--- config.mk ---
export PLATFORM = sky130hd
export DESIGN_NAME = ffla_ram
export DESIGN_NICKNAME = d
export VERILOG_FILES = /design/src/ffla_ram.sv
export SDC_FILE = /design/constraint.sdc
export NUM_CORES = 1
export LEC_CHECK = 0
export ABC_AREA = 0
export BUFFER_PORTS_ARGS = -buffer_cell sky130_fd_sc_hd__buf_2
export CORE_UTILIZATION = 54
export CTS_CLUSTER_SIZE = 24
export DETAILED_ROUTE_END_ITERATION = 10
export PLACE_DENSITY = 0.75
export SLEW_MARGIN = 30
export SYNTH_ARGS = -nofsm -noshare
export SYNTH_HDL_FRONTEND = slang
export SYNTH_SLANG_ARGS = --single-unit
--- constraint.sdc ---
create_clock -name clk -period 1.75 [get_ports clk]
set_input_delay 0.35 -clock clk [delete_from_list [all_inputs] [get_ports clk]]
set_output_delay 0.35 -clock clk [all_outputs]
set_load 0.02 [all_outputs]
--- src/ffla_ram.sv ---
// Generic single-clock RAM with one write port and one registered read port.
// No dependencies.
module ffla_ram #(
	parameter int W = 8,
	parameter int DEPTH = 16
) (
	input  logic                     clk,
	input  logic                     we,
	input  logic [$clog2(DEPTH)-1:0] waddr,
	input  logic [W-1:0]             wdata,
	input  logic [$clog2(DEPTH)-1:0] raddr,
	output logic [W-1:0]             rdata
);
	logic [W-1:0] mem [DEPTH];

	always_ff @(posedge clk) begin
		if (we) begin
			mem[waddr] <= wdata;
		end
		rdata <= mem[raddr];
	end
endmodule

-- Word-level counts from Yosys, hierarchy flattened
Memory sizes are Yosys's and may differ from the RTL's. A register that Yosys moved wholly into a read port is not among the register bits.
Index checks and enable logic that the tools add are counted.
- RAM bits: 128
- memories: 1
- register bits after elaboration: 0
- output and inout port bits: 8
- input bits: 18
- word-level logic and storage cells: 3
- memory list (name ; words ; bits a word ; read ports ; clocked after Yosys merged registers in ; wr ports ; RTL line ; source):
    mem ; 16 ; 8 ; 1 ; 1 ; 1 ; 14 ; logic [W-1:0] mem [DEPTH];
- multiplexer cells: 2
- operators by type and width (cell ; count):
    $mux 1 ; 2

-- Longest topological paths before layout
Gate-level depths: netlist of run 1.
- depth in word-level cells: 2
- depth in mapped cells: 5
- mapped depth without buffers: 3

-- Worst setup path before layout of run 1
No wires, ideal clock.
- kind: input to register
- start point: in waddr[2]
- end point: mem mem[0][0] (enable)
- cell stages on the path: 2
- buffers on the path: 0
- library setup time: 0.383 ns
- slack: -0.093 ns
- arrival time: 1.460 ns
- cells stage by stage: or3b_2 -> nor3_1
- RTL lines (item ; RTL line ; source):
    from (decl) ; 9 ; input logic [$clog2(DEPTH)-1:0] waddr,
    to (decl) ; 14 ;
Straight into the memory's write port.

-- Worst setup path in the final report of run 1
- start point: reg rdata[1] (read register of mem)
- end point: out rdata[1]
- RTL lines (item ; RTL line ; source):
    from (decl) ; 12 ; output logic [W-1:0] rdata
No word-level cell between the ends.

==> results of run 1 <==
-- flip-flops by register name (all words and copies together), names as in the netlist --
name	cells
mem	128
rdata	8
-- per-stage QoR --
step	utilization (%)	hold slack (ns)	cells
detailed placement	60.0	0.665	393
global placement	60.0	0.656	393
finish	65.7	0.211	425
CTS	65.7	0.193	425
global route	65.7	0.197	425
floorplan	-	0.449	229
-- power groups by stage --
stage               registers, mW  logic (mW)  clock network (mW)
CTS                          3.67       0.372                3.17
global placement             3.73       0.355                   0
floorplan                    3.75       0.185                   0
global route                 3.67       0.392                3.30
detailed placement           3.73       0.365                   0
finish                       3.67       0.369                3.14
-- worst min path at each step --
| stage | from | to | slack (ns) |
|---|---|---|---|
| after floorplan | wdata[0] | mem[0][0] | 0.45 |
| after global placement | mem[11][3] | rdata[3] | 0.66 |
| final | wdata[4] | mem[6][4] | 0.21 |
| after CTS | wdata[0] | mem[1][0] | 0.19 |
| after global routing | wdata[0] | mem[1][0] | 0.20 |
| after detailed placement | mem[14][5] | rdata[5] | 0.66 |
-- cell type report --
class | instances | area [sq um]
clock buffers | 19 | 422
fillers | 581 | 3170
flip-flops and latches | 136 | 4000
well taps | 129 | 161
clock inverters | 13 | 106
repair buffers | 45 | 313
multi-input cells | 83 | 1060
-- cell families after synthesis --
logic type | Yosys count
compound gates | 16
buf+inv | 10
flops | 136
mux | 32
simple gates | 35
-- cells in the mapped netlist (all sizes together) --
| library cell | instances |
|---|---|
| nor3 | 4 |
| nor2 | 13 |
| a22oi | 16 |
| edfxtp | 128 |
| nand2b | 2 |
| and2b | 1 |
| dfxtp | 8 |
| nand3b | 2 |
| clkdlybuf4s25 | 3 |
| mux4 | 32 |
| buf | 7 |
| and2 | 1 |
| nor2b | 1 |
| nand3 | 1 |
| nand2 | 9 |
| or3b | 1 |
-- metal layers --
metal	wire, um	vias to the layer above	global-route usage [%]
met4	252	0	9.50
li1	-	1081	-
met5	0	-	0
met2	5060	144	34.1
met1	4130	1286	30.9
met3	874	18	7.24
==> run summary, run 1 <==
Gpl congestion: 0.743
Slew Viols, Final: 0
Initial Util: 55.7%
Synth Instances: 229
Post-Synth XOR/XNOR Area: 0%
Synth Register Bits: 136
CP arrival: 1.08 ns
Setup CP Type: reg -> out
Routed Antenna Nets: 0
PD cells: 1180 nW/um^2
Distinct cells, synth: 19
Core Footprint: 9240 sq um
Sequential share of the synthesized area: 77.8%
Mux share of post-synthesis cell area: 15.0%
Via count: 2529
Resized Gates After CTS: 0
Reg clk slew, reported paths: 0.06 ns
Leak pwr: 2.07 nW
Via density: 5.95
Status: finished, final reports clean
Comb pwr share: 5.1%
Synth warnings: 0
Total Wirelength: 10300 um
Total power: 7.17 mW
Simple-Gate Fraction of Synth Area: 3.18%
Slowest stage delay, CP: 0.38 ns
Worst Clk Skew: 0.00533 ns
Commonest non-fill, non-tap cells in the layout: edfxtp_1, buf_2, mux4_2
TritonCTS Buffers: 17
Placed Area: 5540 sq um
Critical Path End Type: output port
DRC Markers: 0
Share of post-route cells with drive strength above 1: 31.8%
F_max: 0.698 GHz
Switching share of power: 21.1%
Clk sinks: 136
Synth Area in Compound Gates: 2.33%
Worst Setup EP: rdata[1]
CTS root buf: clkbuf_8
Worst IR Drop VDD: 822 uV
Clock power share: 43.7%
Initial DRC count: 207
Leading cell type in the layout, fill and taps excluded: edfxtp_1
Reg-to-Reg Start: mem[1][5]
Vert. Die Dim: 99.6 um
Final setup viols: 0
Cell Int Power: 5.66 mW
Initial DRT Pass Iterations: 4
First-pass GRT wire length: 15100 um
Worst min path class: in -> reg
Critical Path Fanout Max: 1
RSZ-0062 raised after global routing: no
# Max-Cap Violations: 0
Die ar.: 9930 sq um
Gr ovfl total: 0
Layout area overhead: 17.9%
DP HPWL: 6050 um
Post-CTS Setup Repair Bufs: 0
P_sw: 1.51 mW
Flop pwr share: 51.1%
Slew margin rel.: 44.5%
Hold path cells: 1
Synth Area in Adders: 0%
H-Tree Depth: 4
GRT Util Overall: 22.6%
Critical Path RT: 1.40 ns
Crit-path slowest cell: dfxtp_1
Core Rows: 35
Worst slack, placed: 0.000507 ns
Mapped cell area: 5150 sq um
Worst-Margin Slew: 0.829 ns
Largest family of logic cells by synthesized area: multiplexers
Min Tclk post-route: 1.43 ns
Cell accounting for the most synthesized area: edfxtp_1
Worst Setup Slack, final: 0.318 ns
Share of the synthesized area in the top cell type: 74.7%
Post-Layout Inst Area: 6070 sq um
IO Count: 26
Largest net degree at the start of global routing: 33
IO Port Bufs: 25
Chip Width: 99.6 um
Startpoint types: register
Period utilization: 81.8%
Synth top area cells: edfxtp_1, mux4_2, mux4_1
Worst Setup SP: rdata[1]
Post-Syn Area per Cell: 22.5 sq um
Slack of the worst reg-to-reg path: 0.39 ns
CTS tree: yes
Final Net Count: 301
Initial antenna violation count: 0
Clk buf depth: 2
Final setup TNS: 0 ns
Critical path's top delay family: flip-flops
Worst path depth: 1
RR Endpoint: rdata[5]
Worst reg2reg path depth: 3
Post-CTS Hold Fix Bufs: 0
Diodes inserted: 0
Vias in the first global route: 2475
Mapped Nets: 247
Clk_lat worst skew: 0.52 ns
Final-report hold violation count: 0
Buffers & Inverters on Critical Path: 1
Worst path cell trace: buf_2
Routed WL per cell: 24.3 um
(Power assumes the default switching activity.)
==> run 2, diff against run 1 <==
- clock period: 1.75 -> 1.3 ns (I/O delays scaled with it)
==> run 2 against run 1 <==
Effect of this change: the run now ends with setup timing left; via count down 0.75%; design area up 5.5%; first-iteration DRC count down 33%; critical path depth up 2.
==> run summary, run 2 (synthesis gave the netlist of run 1 again) <==
CTS root buf: clkbuf_8
Diodes inserted: 0
CTS tree: yes
Setup CP Type: reg -> reg
Reg area: 4010 sq um
Failing checks: setup timing
Largest net degree at the start of global routing: 17
Core Footprint: 9240 sq um
Die ar.: 9930 sq um
Worst path cell trace: mux4_2, a22oi_2, nand2_1
Placed Area: 5700 sq um
Critical Path Fanout Max: 1
Startpoint types: register
Core Rows: 35
Share of post-route cells with drive strength above 1: 44.0%
Post-Layout Inst Area: 6400 sq um
TritonCTS Buffers: 17
Leak pwr: 2.17 nW
Worst hold margin: 0.123 ns
Worst Clk Skew: 0.00782 ns
Initial DRT Pass Iterations: 4
Worst IR Drop VDD: 1090 uV
Reg clk slew, reported paths: 0.06 ns
Clk buf depth: 2
Buffers & Inverters on Critical Path: 0
Slowest stage delay, CP: 0.50 ns
H-Tree Depth: 4
Period utilization: 102%
Vias in the first global route: 2655
Initial DRC count: 138
Min Tclk post-route: 1.33 ns
Routed Antenna Nets: 0
Slew Viols, Final: 0
Routed WL per cell: 23.0 um
RSZ-0062 raised after global routing: yes
Gpl congestion: 0.744
Total Wirelength: 10100 um
Layout area overhead: 24.4%
Worst-Margin Slew: 0.886 ns
PD cells: 1690 nW/um^2
IO Count: 26
Commonest non-fill, non-tap cells in the layout: edfxtp_1, mux4_2, buf_4
Clk_lat worst skew: 0.52 ns
F_max: 0.753 GHz
Largest registers: mem x128, rdata x8
Status: finished, violations left
Crit-path slowest cell: mux4_2
Final-report hold violation count: 0
Slew margin rel.: 40.7%
Critical path's top delay family: multiplexers
First-pass GRT wire length: 15600 um
Via density: 5.73
Critical Path End Type: register
Initial antenna violation count: 0
DRC Markers: 0
Worst Setup Slack, final: -0.0287 ns
DP HPWL: 6340 um
Filler instances: 549
Chip Width: 99.6 um
Leading cell type in the layout, fill and taps excluded: edfxtp_1
Initial Util: 55.7%
Final setup viols: 1
Clk sinks: 136
Via count: 2510
Final Net Count: 314
Final setup TNS: -0.0287 ns
Vert. Die Dim: 99.6 um
Critical Path RT: 1.70 ns
Final Util: 69.3%
# Max-Cap Violations: 0
Total power: 10.8 mW
CP arrival: 1.73 ns
Worst min path class: in -> reg
Gr ovfl total: 0
GRT Util Overall: 23.1%
Biggest register: mem
Multi-input logic area: 1070 sq um
IO Port Bufs: 25
Post-CTS Setup Repair Bufs: 0
Max reg flops: 128
==> run 2: changes by cell type in the layout (fill, tap and decap cells not counted), moves of 6 or more <==
cell    previous run  this run
mux4_1            14         0
mux4_2            18        32
buf_12             3         9
buf_4             17        27
==> run 2: layer usage <==
layer / global-route usage, % / vias up / part of all wire (%)
met1: 30.0 / 1278 / 37
met4: 9.05 / 0 / 1.8
met3: 7.80 / 17 / 9.8
li1: - / 1093 / -
met5: 0 / - / 0
met2: 36.5 / 122 / 51
==> run 2: worst register-to-register path: cells and delay by family, from the launching register on <==
| kind | cells | cell delay [ns] |
|---|---|---|
| muxes | 1 | 0.50 |
| AOI/OAI and AO/OA | 1 | 0.25 |
| and+or+nand+nor | 1 | 0.08 |
| DFF | 1 | 0.39 |
==> run 2: power breakdown <==
part           internal, mW  total [mW]  switching, mW
clock                  3.51        5.31           1.80
sequential             4.90        4.94         0.0379
combinational         0.267       0.576          0.308
total                  8.69        10.8           2.15
==> run 2: path summary, 6_finish.rpt <==
path | slack [ns] | from | cells after the start | end
max reg2reg | -0.03 | mem[11][2] | 3 | rdata[2]
min | 0.12 | wdata[6] | 1 | mem[11][6]
min reg2reg | 0.69 | mem[6][0] | 3 | rdata[0]
max | -0.03 | mem[11][2] | 3 | rdata[2]
==> run 2: final cells by class <==
type,count,area share (%)
clock buffer,17,6.47
clock inverter,15,3.87
multi-input combinational,83,16.7
sequential,136,62.6
tap,129,2.52
timing repair buffer,58,7.90
==> run 2: stage by stage <==
step | instances | setup WS [ns]
after floorplan | 229 | -0.0630
after global placement | 406 | -0.356
after detailed placement | 406 | -0.389
after CTS | 438 | -0.00194
after global routing | 438 | -0.0399
final | 438 | -0.0287
==> run 2: repair_timing <==
item                                    4_1_cts  5_1_grt
endpoints found under the setup margin        8        9
endpoints found under the hold margin         0        0
hold buffers                                  0        0
gates resized for setup                      10        7
pin swaps                                     0        1
